`src/rtl/assert_macros.svh`:
```
`ifndef ASSERT_MACROS_SVH
`define ASSERT_MACROS_SVH

// concurrent check of a condition at every clock edge outside reset
`define ASSERT_ALWAYS(label, cond, msg) \
    label: assert property (@(posedge clk) disable iff (!rst_n) (cond)) \
        else $error(msg);

// same-cycle implication
`define ASSERT_IMPLIES(label, ante, cons, msg) \
    label: assert property (@(posedge clk) disable iff (!rst_n) (ante) |-> (cons)) \
        else $error(msg);

// next-cycle implication
`define ASSERT_NEXT(label, ante, cons, msg) \
    label: assert property (@(posedge clk) disable iff (!rst_n) (ante) |=> (cons)) \
        else $error(msg);

`endif

```
`src/rtl/umrpm_pkg.sv`:
```
package umrpm_pkg;

    localparam int DELTA_W  = 16;
    localparam int WHEEL_W  = 8;
    localparam int BYTE_W   = 8;
    localparam int BTN_W    = 3;
    localparam int CFG_IDX_W = 3;
    localparam int CFG_DATA_W = 8;
    localparam int CNT_W    = 5;

    localparam logic [CNT_W-1:0] LONG_STEPS  = CNT_W'(DELTA_W);
    localparam logic [CNT_W-1:0] SHORT_STEPS = CNT_W'(WHEEL_W);

    localparam logic [BYTE_W-1:0] XOR_BTN    = 8'hAE;
    localparam logic [BYTE_W-1:0] XOR_X      = 8'hEA;
    localparam logic [BYTE_W-1:0] XOR_Y      = 8'h77;
    localparam logic [BYTE_W-1:0] WHEEL_MASK = 8'hF0;

    localparam logic [CFG_IDX_W-1:0] CFG_AXIS_DIV    = 3'd0;
    localparam logic [CFG_IDX_W-1:0] CFG_WHEEL_EN    = 3'd1;
    localparam logic [CFG_IDX_W-1:0] CFG_WHEEL_INV   = 3'd2;
    localparam logic [CFG_IDX_W-1:0] CFG_WHEEL_DIV   = 3'd3;
    localparam logic [CFG_IDX_W-1:0] CFG_BUTTON_SWAP = 3'd4;

    localparam logic OP_MOUSE    = 1'b0;
    localparam logic OP_KEYBOARD = 1'b1;

    typedef enum logic [2:0] {
        ST_IDLE,
        ST_DIV_X,
        ST_DIV_Y,
        ST_DIV_W,
        ST_LOAD
    } umrpm_state_t;

    typedef struct packed {
        logic go;
        logic short_op;
    } umrpm_div_cmd_t;

    typedef struct packed {
        logic busy;
        logic done;
    } umrpm_div_stat_t;

endpackage

```
`src/rtl/usb_mouse_to_retro_port_mapper.sv`:
```
// Maps mouse and keyboard-chord items onto a three-byte retro mouse port.
// A keyboard item is taken whenever the block is idle and gives no result. A
// mouse item passes through the single serial divider, which produces one
// quotient bit per cycle: 16 steps each for X and Y, 8 for the wheel. After the
// wheel division the result is loaded into the output register, which waits
// while a held result is stalled; the next item is taken once the block is idle
// again. in_stall is high for the whole of that time.
module usb_mouse_to_retro_port_mapper (
    input  logic                                clk,
    input  logic                                rst_n,
    input  logic                                cfg_wr_en,
    input  logic [umrpm_pkg::CFG_IDX_W-1:0]     cfg_index,
    input  logic [umrpm_pkg::CFG_DATA_W-1:0]    cfg_data,
    input  logic                                in_valid,
    output logic                                in_stall,
    input  logic                                operation,
    input  logic signed [umrpm_pkg::DELTA_W-1:0] delta_x,
    input  logic signed [umrpm_pkg::DELTA_W-1:0] delta_y,
    input  logic signed [umrpm_pkg::WHEEL_W-1:0] wheel_delta,
    input  logic [umrpm_pkg::BTN_W-1:0]         button_bits,
    input  logic                                chord_pressed,
    output logic                                out_valid,
    input  logic                                out_stall,
    output logic [umrpm_pkg::BYTE_W-1:0]        port_buttons_wheel,
    output logic [umrpm_pkg::BYTE_W-1:0]        port_x,
    output logic [umrpm_pkg::BYTE_W-1:0]        port_y
);
    import umrpm_pkg::*;

    umrpm_state_t state_reg, state_next;

    logic [BYTE_W-1:0]  axis_div_reg;
    logic               wheel_en_reg;
    logic               wheel_inv_reg;
    logic [BYTE_W-1:0]  wheel_div_reg;
    logic               button_swap_reg;
    logic               session_swap_reg, session_swap_next;
    logic               prev_chord_reg, prev_chord_next;

    logic [DELTA_W-1:0] y_reg;
    logic [WHEEL_W-1:0] w_reg;
    logic [BTN_W-1:0]   btn_reg;
    logic [BYTE_W-1:0]  qx_reg;
    logic [BYTE_W-1:0]  qy_reg;
    logic [BYTE_W-1:0]  qw_reg;

    logic               out_valid_reg, out_valid_next;
    logic [BYTE_W-1:0]  bw_reg;
    logic [BYTE_W-1:0]  px_reg;
    logic [BYTE_W-1:0]  py_reg;

    logic               in_take;
    logic               mouse_take;
    logic               out_load;
    logic [WHEEL_W-1:0] w_en;
    logic [WHEEL_W-1:0] w_proc;
    logic [BTN_W-1:0]   btn_sw;

    umrpm_div_cmd_t     div_cmd;
    umrpm_div_stat_t    div_stat;
    logic signed [DELTA_W-1:0] div_dividend;
    logic [BYTE_W-1:0]  div_divisor;
    logic [BYTE_W-1:0]  div_quotient;

    umrpm_div u_div (
        .clk      (clk),
        .rst_n    (rst_n),
        .cmd      (div_cmd),
        .dividend (div_dividend),
        .divisor  (div_divisor),
        .stat     (div_stat),
        .quotient (div_quotient)
    );

    // config writes
    always_ff @(posedge clk or negedge rst_n)
    begin
        if (!rst_n)
        begin
            axis_div_reg    <= BYTE_W'(1);
            wheel_en_reg    <= 1'b1;
            wheel_inv_reg   <= 1'b0;
            wheel_div_reg   <= BYTE_W'(1);
            button_swap_reg <= 1'b0;
        end
        else if (cfg_wr_en)
        begin
            case (cfg_index)
                CFG_AXIS_DIV:    axis_div_reg    <= cfg_data;
                CFG_WHEEL_EN:    wheel_en_reg    <= cfg_data[0];
                CFG_WHEEL_INV:   wheel_inv_reg   <= cfg_data[0];
                CFG_WHEEL_DIV:   wheel_div_reg   <= cfg_data;
                CFG_BUTTON_SWAP: button_swap_reg <= cfg_data[0];
                default:         ;
            endcase
        end
    end

    always_comb
    begin
        in_take    = in_valid && !in_stall;
        mouse_take = in_take && (operation == OP_MOUSE);
        w_en       = wheel_en_reg ? wheel_delta : '0;
        w_proc     = wheel_inv_reg ? WHEEL_W'(-w_en) : w_en;
        btn_sw     = (button_swap_reg || session_swap_reg)
                     ? {button_bits[2], button_bits[0], button_bits[1]} : button_bits;
    end

    always_comb
    begin
        state_next        = state_reg;
        session_swap_next = session_swap_reg;
        prev_chord_next   = prev_chord_reg;
        out_load          = 1'b0;
        div_cmd.go        = 1'b0;
        div_cmd.short_op  = 1'b0;
        div_dividend      = delta_x;
        div_divisor       = axis_div_reg;
        in_stall          = (state_reg != ST_IDLE);
        case (state_reg)
            ST_IDLE:
            begin
                if (in_take && operation == OP_KEYBOARD)
                begin
                    if (chord_pressed && !prev_chord_reg)
                    begin
                        session_swap_next = !session_swap_reg;
                    end
                    prev_chord_next = chord_pressed;
                end
                if (mouse_take)
                begin
                    div_cmd.go = 1'b1;
                    state_next = ST_DIV_X;
                end
            end
            ST_DIV_X:
            begin
                div_dividend = y_reg;
                if (div_stat.done)
                begin
                    div_cmd.go = 1'b1;
                    state_next = ST_DIV_Y;
                end
            end
            ST_DIV_Y:
            begin
                div_dividend     = DELTA_W'(signed'(w_reg));
                div_divisor      = wheel_div_reg;
                div_cmd.short_op = 1'b1;
                if (div_stat.done)
                begin
                    div_cmd.go = 1'b1;
                    state_next = ST_DIV_W;
                end
            end
            ST_DIV_W:
            begin
                if (div_stat.done)
                begin
                    state_next = ST_LOAD;
                end
            end
            ST_LOAD:
            begin
                if (!out_valid_reg || !out_stall)
                begin
                    out_load   = 1'b1;
                    state_next = ST_IDLE;
                end
            end
            default:
            begin
                state_next = ST_IDLE;
            end
        endcase
        out_valid_next = out_load || (out_valid_reg && out_stall);
    end

    always_ff @(posedge clk or negedge rst_n)
    begin
        if (!rst_n)
        begin
            state_reg        <= ST_IDLE;
            session_swap_reg <= 1'b0;
            prev_chord_reg   <= 1'b0;
            out_valid_reg    <= 1'b0;
        end
        else
        begin
            state_reg        <= state_next;
            session_swap_reg <= session_swap_next;
            prev_chord_reg   <= prev_chord_next;
            out_valid_reg    <= out_valid_next;
        end
    end

    always_ff @(posedge clk)
    begin
        if (mouse_take)
        begin
            y_reg   <= delta_y;
            w_reg   <= w_proc;
            btn_reg <= btn_sw;
        end
        if (div_stat.done && state_reg == ST_DIV_X)
        begin
            qx_reg <= div_quotient;
        end
        if (div_stat.done && state_reg == ST_DIV_Y)
        begin
            qy_reg <= div_quotient;
        end
        if (div_stat.done && state_reg == ST_DIV_W)
        begin
            qw_reg <= div_quotient;
        end
        if (out_load)
        begin
            bw_reg <= (({qw_reg[3:0], 4'h0} & WHEEL_MASK) | {4'h0, 1'b1, ~btn_reg}) ^ XOR_BTN;
            px_reg <= qx_reg ^ XOR_X;
            py_reg <= qy_reg ^ XOR_Y;
        end
    end

    assign out_valid          = out_valid_reg;
    assign port_buttons_wheel = bw_reg;
    assign port_x             = px_reg;
    assign port_y             = py_reg;

`include "assert_macros.svh"

    `ASSERT_IMPLIES(a_idle_div_quiet, state_reg == ST_IDLE, !div_stat.busy && !div_stat.done,
        "divider active while sequencer idle")
    `ASSERT_IMPLIES(a_done_in_div, div_stat.done,
        state_reg == ST_DIV_X || state_reg == ST_DIV_Y || state_reg == ST_DIV_W,
        "divider done outside a division step")
    `ASSERT_IMPLIES(a_out_rise_from_load, $rose(out_valid_reg), $past(state_reg) == ST_LOAD,
        "result appeared without a load step")
    `ASSERT_NEXT(a_kbd_no_work, in_take && operation == OP_KEYBOARD,
        state_reg == ST_IDLE && !div_stat.busy,
        "keyboard item started work")

endmodule

```
`src/rtl/umrpm_div.sv`:
```
module umrpm_div (
    input  logic                             clk,
    input  logic                             rst_n,
    input  umrpm_pkg::umrpm_div_cmd_t        cmd,
    input  logic signed [umrpm_pkg::DELTA_W-1:0] dividend,
    input  logic [umrpm_pkg::BYTE_W-1:0]     divisor,
    output umrpm_pkg::umrpm_div_stat_t       stat,
    output logic [umrpm_pkg::BYTE_W-1:0]     quotient
);
    import umrpm_pkg::*;

    logic [CNT_W-1:0]   cnt_reg, cnt_next;
    logic               done_reg, done_next;
    logic [DELTA_W-1:0] mag_reg;
    logic [BYTE_W-1:0]  rem_reg;
    logic [BYTE_W-1:0]  dvs_reg;
    logic               neg_reg;

    logic [BYTE_W:0]    trial;
    logic [BYTE_W:0]    diff;
    logic               fits;
    logic [DELTA_W-1:0] abs_long;
    logic [WHEEL_W-1:0] abs_short;

    always_comb
    begin
        trial     = {rem_reg, mag_reg[DELTA_W-1]};
        diff      = trial - {1'b0, dvs_reg};
        fits      = trial >= {1'b0, dvs_reg};
        abs_long  = dividend[DELTA_W-1] ? DELTA_W'(-dividend) : DELTA_W'(dividend);
        abs_short = dividend[WHEEL_W-1] ? WHEEL_W'(-dividend[WHEEL_W-1:0])
                                        : dividend[WHEEL_W-1:0];
        cnt_next  = cnt_reg;
        done_next = 1'b0;
        if (cmd.go)
        begin
            cnt_next = cmd.short_op ? SHORT_STEPS : LONG_STEPS;
        end
        else if (cnt_reg != '0)
        begin
            cnt_next  = cnt_reg - CNT_W'(1);
            done_next = (cnt_reg == CNT_W'(1));
        end
    end

    always_ff @(posedge clk or negedge rst_n)
    begin
        if (!rst_n)
        begin
            cnt_reg  <= '0;
            done_reg <= 1'b0;
        end
        else
        begin
            cnt_reg  <= cnt_next;
            done_reg <= done_next;
        end
    end

    always_ff @(posedge clk)
    begin
        if (cmd.go)
        begin
            rem_reg <= '0;
            dvs_reg <= (divisor == '0) ? BYTE_W'(1) : divisor;
            if (cmd.short_op)
            begin
                neg_reg <= dividend[WHEEL_W-1];
                mag_reg <= {abs_short, {(DELTA_W-WHEEL_W){1'b0}}};
            end
            else
            begin
                neg_reg <= dividend[DELTA_W-1];
                mag_reg <= abs_long;
            end
        end
        else if (cnt_reg != '0)
        begin
            rem_reg <= fits ? diff[BYTE_W-1:0] : trial[BYTE_W-1:0];
            mag_reg <= {mag_reg[DELTA_W-2:0], fits};
        end
    end

    assign stat.busy = (cnt_reg != '0);
    assign stat.done = done_reg;
    assign quotient  = neg_reg ? BYTE_W'(-mag_reg[BYTE_W-1:0]) : mag_reg[BYTE_W-1:0];

endmodule

```
`config.mk`:
```
export PLATFORM = sky130hd
export DESIGN_NAME = usb_mouse_to_retro_port_mapper
export DESIGN_NICKNAME = d
export VERILOG_FILES = /design/src/rtl/umrpm_pkg.sv /design/src/rtl/usb_mouse_to_retro_port_mapper.sv /design/src/rtl/umrpm_div.sv
export VERILOG_INCLUDE_DIRS = /design/src /design/src/rtl
export SDC_FILE = /design/constraint.sdc
export NUM_CORES = 1
export LEC_CHECK = 0
export ABC_CLOCK_PERIOD_IN_PS = 8100
export BUFFER_PORTS_ARGS = -buffer_cell sky130_fd_sc_hd__buf_4
export CAP_MARGIN = 10
export CORE_MARGIN = 5
export CORE_UTILIZATION = 62
export DETAILED_ROUTE_END_ITERATION = 8
export PLACE_DENSITY = 0.85
export SLEW_MARGIN = 20
export SYNTH_ARGS = -nofsm -noshare
export SYNTH_HDL_FRONTEND = slang
export SYNTH_SLANG_ARGS = --single-unit
export TNS_END_PERCENT = 10
```
`constraint.sdc`:
```
create_clock -name clk -period 8.1 [get_ports clk]
set_input_delay 1.62 -clock clk [delete_from_list [all_inputs] [get_ports clk]]
set_output_delay 1.62 -clock clk [all_outputs]
set_load 0.005 [all_outputs]
```
After elaboration in Yosys (flattened, before gate mapping)
Index checks and enable logic that the tools add are counted.
- input port bits: 61
- flip-flop bits (word level): 135
- output and inout bits: 26
- eq/ne operators: 14
- muxes and demuxes: 30
- bitwise logic cells: 6
- reductions and logical operators: 31
- order comparisons: 1
- add/sub/neg operators: 6
- operators by type and width (cell ; number):
    $mux 16 ; 4
    $mux 8 ; 6
    $pmux 16 s2 ; 1
    $neg 8->8 ; 3
    $neg 16->16 ; 1
    $mux 3 ; 5
    $mux 5 ; 3
    $pmux 3 s5 ; 1
    $eq 3x2->1 const B ; 4
    $reduce_and 2->1 ; 6
    $not 5->5 ; 2
    $ge 9x8->1 ; 1
    $logic_and 1x1->1 ; 8
    $logic_not 8->1 ; 1
    $mux 1 ; 8
    $or 8x4->8 ; 1
    $sub 8x8->8 ; 1
    $eq 3x1->1 const B ; 2
    $eq 3x3->1 const B ; 2
    $logic_not 3->1 ; 2
    $ne 2x1->1 const B ; 3
    $not 6->6 ; 1
    $eq 5x1->1 const B ; 1
    $logic_not 1->1 ; 5
    other kinds (13) ; 16

Logic depth before layout (Yosys ltp)
Gate-level depths: netlist (run 1).
- depth after elaboration: 7
- gate-level depth with buffers: 12
- mapped depth without buffers: 9

Hierarchy
Synthesis (run 1) repeated with hierarchy kept, for this count alone.
- cells, all modules: 537
- area total of the unflattened synthesis: 6571.3 um2
- by module, submodules not included (module ; area an instance (um2) ; times used ; cells an instance):
    usb_mouse_to_retro_port_mapper ; 3887.5 ; 1 ; 245
    umrpm_div ; 2683.8 ; 1 ; 292

Worst setup path after synthesis (run 1)
No wires, ideal clock.
- path kind: input-to-reg
- from: input port operation
- to: register u_div.mag_reg[0], enable pin
- cell stages on the path: 7
- library setup time: 0.372 ns
- arrival time: 3.073 ns
- path slack: 4.655 ns
- cell sequence: or3b_1 > a21oi_1 > a31oi_1 > or2_1 > clkbuf_1 > clkbuf_1 > nand2_1
- word-level cells in the longest chain between the ends: 5
- RTL lines (item ; RTL line ; RTL):
    start, declared ; usb_mouse_to_retro_port_mapper.sv:16 ; input logic operation,
    $not 1->1 ; usb_mouse_to_retro_port_mapper.sv:102 ; mouse_take = in_take && (operation == OP_MOUSE);
    $logic_and 1x1->1 ; usb_mouse_to_retro_port_mapper.sv:102 ;
    $mux 1 ; usb_mouse_to_retro_port_mapper.sv:131 ; if (mouse_take)
    $pmux 1 s2 ; usb_mouse_to_retro_port_mapper.sv:120 ; case (state_reg)
    $reduce_bool 2->1 (no line) ; -- ;
    end signal, assigned ; umrpm_div.sv:69 ; mag_reg <= {abs_short, {(DELTA_W-WHEEL_W){1'b0}}};
    end signal, assigned ; umrpm_div.sv:74 ; mag_reg <= abs_long;
    end signal, assigned ; umrpm_div.sv:80 ; mag_reg <= {mag_reg[DELTA_W-2:0], fits};
    end, declared ; umrpm_div.sv:14 ; logic [DELTA_W-1:0] mag_reg;
No other way between the ends.
A chain may end at the register's enable or synchronous reset.

==> run metrics, run 1 <==
status finished clean; Synth top area share 0.4328; critical path class in2reg; fin crit share 0.4760; Pleak 3.197 nW; DP Worst Slack 3799 ps; H-tree lvl count 4; vias in the first global route 4,622; Slew Viols, Final 0; final wirelength 14,050 um; met3 usage 0.05455; Post-Syn Area 6591 um2; CP endpoint kind flip-flop; residual DRC count 0; CTS hold repair buffers 0; final hold vios 0; Syn. warnings 0; Worst R2R End qy_reg[1]; R2R setup slack 4760 ps; dpl hpwl 9850 um; sequential share of power 0.370; MaxCap Viol Count 0; Rows 37; die width 113.1 um; power per standard cell area 364.1 nW/um2; clk_lat worst skew 520 ps; Layout area overhead 19.53%; Comb power frac 0.383; IO Pins 87; CTS Buf Count 17; Final WS setup 4245 ps; Antenna Nets Post-Route 0; Worst setup SP type input port; Post-synth EDFFs 95; clk root buf clkbuf_8; Mapped Cells 555; DRT Pass-1 Iters 5; initial core utilization 0.6356; Net Sw Frac 0.3563; crit-path cells buf_4 > or3b_1 > a21oi_1 > a31oi_1 > or2_1 > inv_2 > nand2_1 > inv_1; cell accounting for the most synthesized area edfxtp_1; Wirelength per Cell 17.74 um; Worst Hold Class reg2reg; Diodes inserted 0; RD Place Congestion 0.9514; M1 GR Usage 0.2825; global-route wire length before repair 22,850 um; GRT overflow 0; Worst Path Arrival 4030 ps; vias after detailed routing 4,655; met2 usage 0.3878; # nets final 719; required time of the critical path 8280 ps; asr flop ratio synth 0.2313; RSZ-0062 raised after global routing false; initial antenna violation count 0; clock share of power 0.247; Synthesized Nets 631; setup TNS 0 ps; Synth area leaders edfxtp_1, dfrtp_1, mux2_2; CP max stage cell or2_1; internal power 1.847 mW; worst vdd ir 176.1 uV; top_reg_cell synth edfxtp_1; CP Max Fanout 28; die area 12,790 um2; Slew headroom 0.3425; CP peak stage delay 560 ps; Cell variety after synth 68; maximum number of pins on one net before global-route repair 32; most frequent cells after synthesis edfxtp_1, nor2_1, nand2_1, inv_1, mux2_2; clk sinks 134; critical path capture point qy_reg[1]; GRT Max-Usage Layer met2; syn avg cell area 11.88 um2; Setup Skew 6.641 ps; layout cells sized above 1 0.2637; total core area 10,370 um2; Max clock buf depth 2; DR iter-0 viols 313; Min Clock Period, post-route 3855 ps; NetSw 1.022 mW; setup bufs post-CTS 0; FF-to-FF Start state_reg[0]; port bufs 85; CTS resizes 0; Slew @ Worst Pin 983.7 ps; All-Layer GR Usage 0.2278; r2r worst-path depth 7; Clock transition at path regs 60 ps; achievable frequency 259.4 MHz; Finish-stage setup viols 0; Die Span Y 113.1 um; most common cell in the synthesized netlist edfxtp_1; sequential element share of the synthesized area 0.5754; CTS tree built; Vias/cell 5.878; Critical path origin operation; #FFs+latches synth 134
[cell type report]
type | count | area [um2]
Inverter | 39 | 146.4
Clock buffer | 22 | 432.9
Tap cell | 136 | 170.2
Timing Repair Buffer | 91 | 683.2
Sequential cell | 134 | 3792
Clock inverter | 10 | 106.4
Multi-Input combinational cell | 360 | 2547
Fill cell | 657 | 2491
[logic make-up (layout without fill, tap and decap cells)]
kind of cell               after synthesis  in the layout  synth area share
and+or+nand+nor                        148            148            0.1224
other                                    1              1         0.0005689
AOI/OAI and AO/OA                      125            125            0.1245
adders and majority gates               15             15           0.02961
DFF                                    134            134            0.5754
xor gates and xnor gates                34             34           0.04518
muxes                                   37             37           0.06207
buffers and inverters                   61            162           0.04024
[metal layers]
layer,vias up,share of wire,routed length (um)
met5,-,0,0
met2,207,0.50,7021
li1,2209,-,-
met3,28,0.065,917
met1,2211,0.41,5778
met4,0,0.024,334
[power groups by stage]
stage / clock network, mW / logic (mW) / registers [mW]
floorplan: 0 / 0.869 / 1.01
finish: 0.709 / 1.10 / 1.06
global route: 0.751 / 1.21 / 1.08
global placement: 0 / 1.02 / 1.06
CTS: 0.715 / 1.08 / 1.06
detailed placement: 0 / 1.07 / 1.07
[placed cells by master (no fill, tap or decap), types with 4 or more instances in the layout]
cell type  count
nand2_1       38
o31ai_1        9
dfxtp_1        8
ha_1          14
a21oi_1       29
nor3_1         9
clkbuf_1       5
xor2_1        11
clkbuf_16     16
clkinv_2       5
o21ai_0       29
or2_2          5
xnor2_1       23
edfxtp_1      95
buf_4         91
and3_1         4
a31oi_1       11
o22ai_1        6
or3_1          6
inv_1         36
or3b_1        15
and2_1         6
nor2_1        40
dfrtp_1       28
mux2_2        31
mux2i_1        6
o21a_1         5
[worst max-delay path, delay by kind of cell]
family	cells	cell delay [ps]
and+or+nand+nor	3	1140
buffers and inverters	3	1010
AOI/OAI and AO/OA	2	260
[how the worst min path moves through the flow]
stage / startpoint / endpoint / slack (ps) / cells after the start
2_1_floorplan: btn_reg[1] / port_buttons_wheel[1] / 400 / 0
3_3_place_gp: qx_reg[4] / port_x[4] / 400 / 0
3_5_place_dp: btn_reg[2] / port_buttons_wheel[2] / 410 / 0
4_1_cts: btn_reg[2] / port_buttons_wheel[2] / 420 / 0
5_1_grt: btn_reg[2] / port_buttons_wheel[2] / 440 / 0
6_report: btn_reg[2] / port_buttons_wheel[2] / 420 / 0
[stage by stage]
stage | instance area [um2] | cells | utilization | total power [mW] | hold slack (ps)
after global routing | 7879 | 792 | 0.7598 | 3.035 | 437.1
after floorplan | 6591 | 555 | - | 1.879 | 400.3
after CTS | 7879 | 792 | 0.7598 | 2.856 | 422.9
after detailed placement | 7340 | 760 | 0.7078 | 2.136 | 408.9
after global placement | 7340 | 760 | 0.7078 | 2.083 | 400.9
final | 7879 | 792 | 0.7598 | 2.869 | 421.4
No activity file was read; power rests on OpenSTA's default activity.
==> run 2, diff against run 1 <==
--- a/config.mk
+++ b/config.mk
@@ -6,13 +6,13 @@
 export SDC_FILE = /design/constraint.sdc
 export NUM_CORES = 1
 export LEC_CHECK = 0
-export ABC_CLOCK_PERIOD_IN_PS = 8100
+export ABC_CLOCK_PERIOD_IN_PS = 3340
 export BUFFER_PORTS_ARGS = -buffer_cell sky130_fd_sc_hd__buf_4
 export CAP_MARGIN = 10
 export CORE_MARGIN = 5
-export CORE_UTILIZATION = 62
+export CORE_UTILIZATION = 52
 export DETAILED_ROUTE_END_ITERATION = 8
-export PLACE_DENSITY = 0.85
+export PLACE_DENSITY = 0.76
 export SLEW_MARGIN = 20
 export SYNTH_ARGS = -nofsm -noshare
 export SYNTH_HDL_FRONTEND = slang
==> constraint.sdc (replaced) <==
create_clock -name clk -period 3.34 [get_ports clk]
set_input_delay 0.668 -clock clk [delete_from_list [all_inputs] [get_ports clk]]
set_output_delay 0.668 -clock clk [all_outputs]
set_load 0.005 [all_outputs]
==> run 2 against run 1 <==
  * First-iteration DRC count fell by 19%
  * Non-clock buffer count is 5 higher
  * Largest power group unchanged
  * Combinational power increased by 130%
  * Hold slack worse by 230 ps
  * Utilization fell by 12 points
  * Register-to-register slack got worse by 4500 ps
  * Count of clock-buffer cells in the layout decreased by 5
  * Cell count rose by 5.1%
  * Sequential power is 140% higher
==> run metrics, run 2 (same netlist as run 1, synthesis figures left out) <==
R2R setup slack 280 ps (was 4760 ps); RD Place Congestion 0.9309 (was 0.9514); critical path class reg2reg (was in2reg); Wirelength per Cell 15.70 um (was 17.74 um); Net Sw Frac 0.3369 (was 0.3563); crit-path cells xor2_1 > a21oi_1 > o22ai_1 > o31ai_1 > xnor2_1 > a221oi_1 > a21oi_1 (was buf_4 > or3b_1 > a21oi_1 > a31oi_1 > or2_1 > inv_2 > nand2_1 > inv_1); Slew @ Worst Pin 1033 ps (was 983.7 ps); clk root buf clkbuf_16 (was clkbuf_8); final wirelength 13,070 um (was 14,050 um); CP Max Fanout 28 (unchanged); Worst setup SP type flip-flop (was input port); dpl hpwl 9554 um (was 9850 um); Final Power 7.052 mW (was 2.869 mW); global-route wire length before repair 21,470 um (was 22,850 um); setup bufs post-CTS 0 (unchanged); power per standard cell area 878.0 nW/um2 (was 364.1 nW/um2); vias in the first global route 4,575 (was 4,622); clk sinks 134 (unchanged); Die Span Y 122.6 um (was 113.1 um); Slew Viols, Final 0 (unchanged); most frequent cells in the layout buf_4, edfxtp_1, nor2_1 (was edfxtp_1, buf_4, nor2_1); total core area 12,520 um2 (was 10,370 um2); Antenna Nets Post-Route 0 (unchanged); residual DRC count 0 (unchanged); internal power 4.676 mW (was 1.847 mW); achievable frequency 326.3 MHz; required time of the critical path 3490 ps (was 8280 ps); non-filler cells in the finished layout 832 (was 792); r2r worst-path depth 7 (unchanged); NetSw 2.376 mW (was 1.022 mW); Setup Skew 9.849 ps (was 6.641 ps); Slew headroom 0.3094 (was 0.3425); IO Pins 87 (unchanged); CTS tree built (unchanged); Comb power frac 0.366 (was 0.383); worst vdd ir 409.3 uV (was 176.1 uV); Min Clock Period, post-route 3064 ps; Max clock buf depth 2 (unchanged); Reg area 3792 um2 (unchanged); All-Layer GR Usage 0.1833 (was 0.2278); Finish-stage setup viols 0 (unchanged); Worst R2R End u_div.mag_reg[14] (was qy_reg[1]); port bufs 85 (unchanged); maximum number of pins on one net before global-route repair 32 (unchanged); CP endpoint kind flip-flop (unchanged); critical path's top delay family compound AO/OA/AOI/OAI gates (was simple AND/OR/NAND/NOR gates); CP most frequent cell a21oi_1; CP max stage cell dfrtp_1 (was or2_1); Fillers 971 (was 657); Worst Path Arrival 3220 ps (was 4030 ps); placed cells 801 (was 760); Crit path depth 7 (was 8); Rows 41 (was 37); Diodes inserted 0 (unchanged); vias after detailed routing 4,477 (was 4,655); fin crit share 0.9175; Worst Hold Class in2async (was reg2reg); initial antenna violation count 0 (unchanged); H-tree lvl count 4 (unchanged); clock share of power 0.272 (was 0.247); CP peak stage delay 790 ps (was 560 ps); commonest non-fill, non-tap cell in the layout buf_4 (was edfxtp_1); CTS Buf Count 17 (unchanged); fin util 0.6416 (was 0.7598); sequential share of power 0.363 (was 0.370); CTS hold repair buffers 0 (unchanged); Vias/cell 5.381 (was 5.878); setup TNS 0 ps (unchanged); RSZ-0062 raised after global routing false (unchanged); initial core utilization 0.5266 (was 0.6356); DRT Pass-1 Iters 5 (unchanged); # nets final 724 (was 719); Clock transition at path regs 60 ps (about the same); status finished clean (unchanged); FF-to-FF Start state_reg[1] (was state_reg[0]); layout cells sized above 1 0.2727 (was 0.2637); die width 122.6 um (was 113.1 um); final hold vios 0 (unchanged); footprint of the multi-input gates 2547 um2 (unchanged); clk_lat worst skew 410 ps (was 520 ps); Pleak 3.248 nW (was 3.197 nW); CTS resizes 0 (unchanged); CP Buf/Inv Count 0 (was 3); MaxCap Viol Count 0 (unchanged); DR iter-0 viols 252 (was 313); GRT overflow 0 (unchanged); die area 15,030 um2 (was 12,790 um2); Layout area overhead 21.85% (was 19.53%)
[run 2: changes by cell type in the layout (fill, tap and decap cells not counted), sizes merged]
cell,change
buf,+5
clkinvlp,+1
inv,+1
clkbuf,-5
bufinv,+2
[run 2: area by class of cell]
cell class,count,area share
clock buffer,17,0.05297
clock inverter,14,0.02290
inverter,39,0.01823
multi-input combinational,360,0.3172
sequential,134,0.4722
tap,172,0.02680
timing repair buffer,96,0.08973
[run 2: worst max-delay path by stage]
stage	startpoint	to	slack, ps
floorplan	state_reg[2]	port_buttons_wheel[0]	500
global placement	state_reg[1]	u_div.mag_reg[3]	480
detailed placement	state_reg[1]	u_div.mag_reg[14]	350
CTS	state_reg[1]	u_div.mag_reg[14]	330
global route	state_reg[1]	u_div.mag_reg[11]	70
finish	state_reg[1]	u_div.mag_reg[14]	280
[run 2: per-layer routing]
layer / track usage / vias up / routed length, um / part of all wire
met2: 0.3130 / 136 / 6511 / 0.50
met4: 0.07348 / 0 / 242 / 0.019
li1: - / 2225 / - / -
met1: 0.2240 / 2099 / 5685 / 0.44
met3: 0.04424 / 17 / 627 / 0.048
met5: 0 / - / 0 / 0
[run 2: per-stage QoR]
step,area [um2],hold slack [ps],setup slack (ps)
finish,8031,195.6,275.6
global route,8031,219.2,70.87
CTS,8031,203.6,327.7
detailed placement,7422,404.5,351.9
global placement,7422,402.6,483.3
floorplan,6591,372.4,502.5
[run 2: power by group through the flow]
| stage | Clock, mW | Combinational (mW) | Sequential [mW] |
|---|---|---|---|
| after global placement | 0 | 2.49 | 2.56 |
| after global routing | 2.02 | 2.88 | 2.59 |
| after detailed placement | 0 | 2.55 | 2.58 |
| after floorplan | 0 | 2.11 | 2.45 |
| final | 1.92 | 2.58 | 2.56 |
| after CTS | 1.95 | 2.58 | 2.55 |
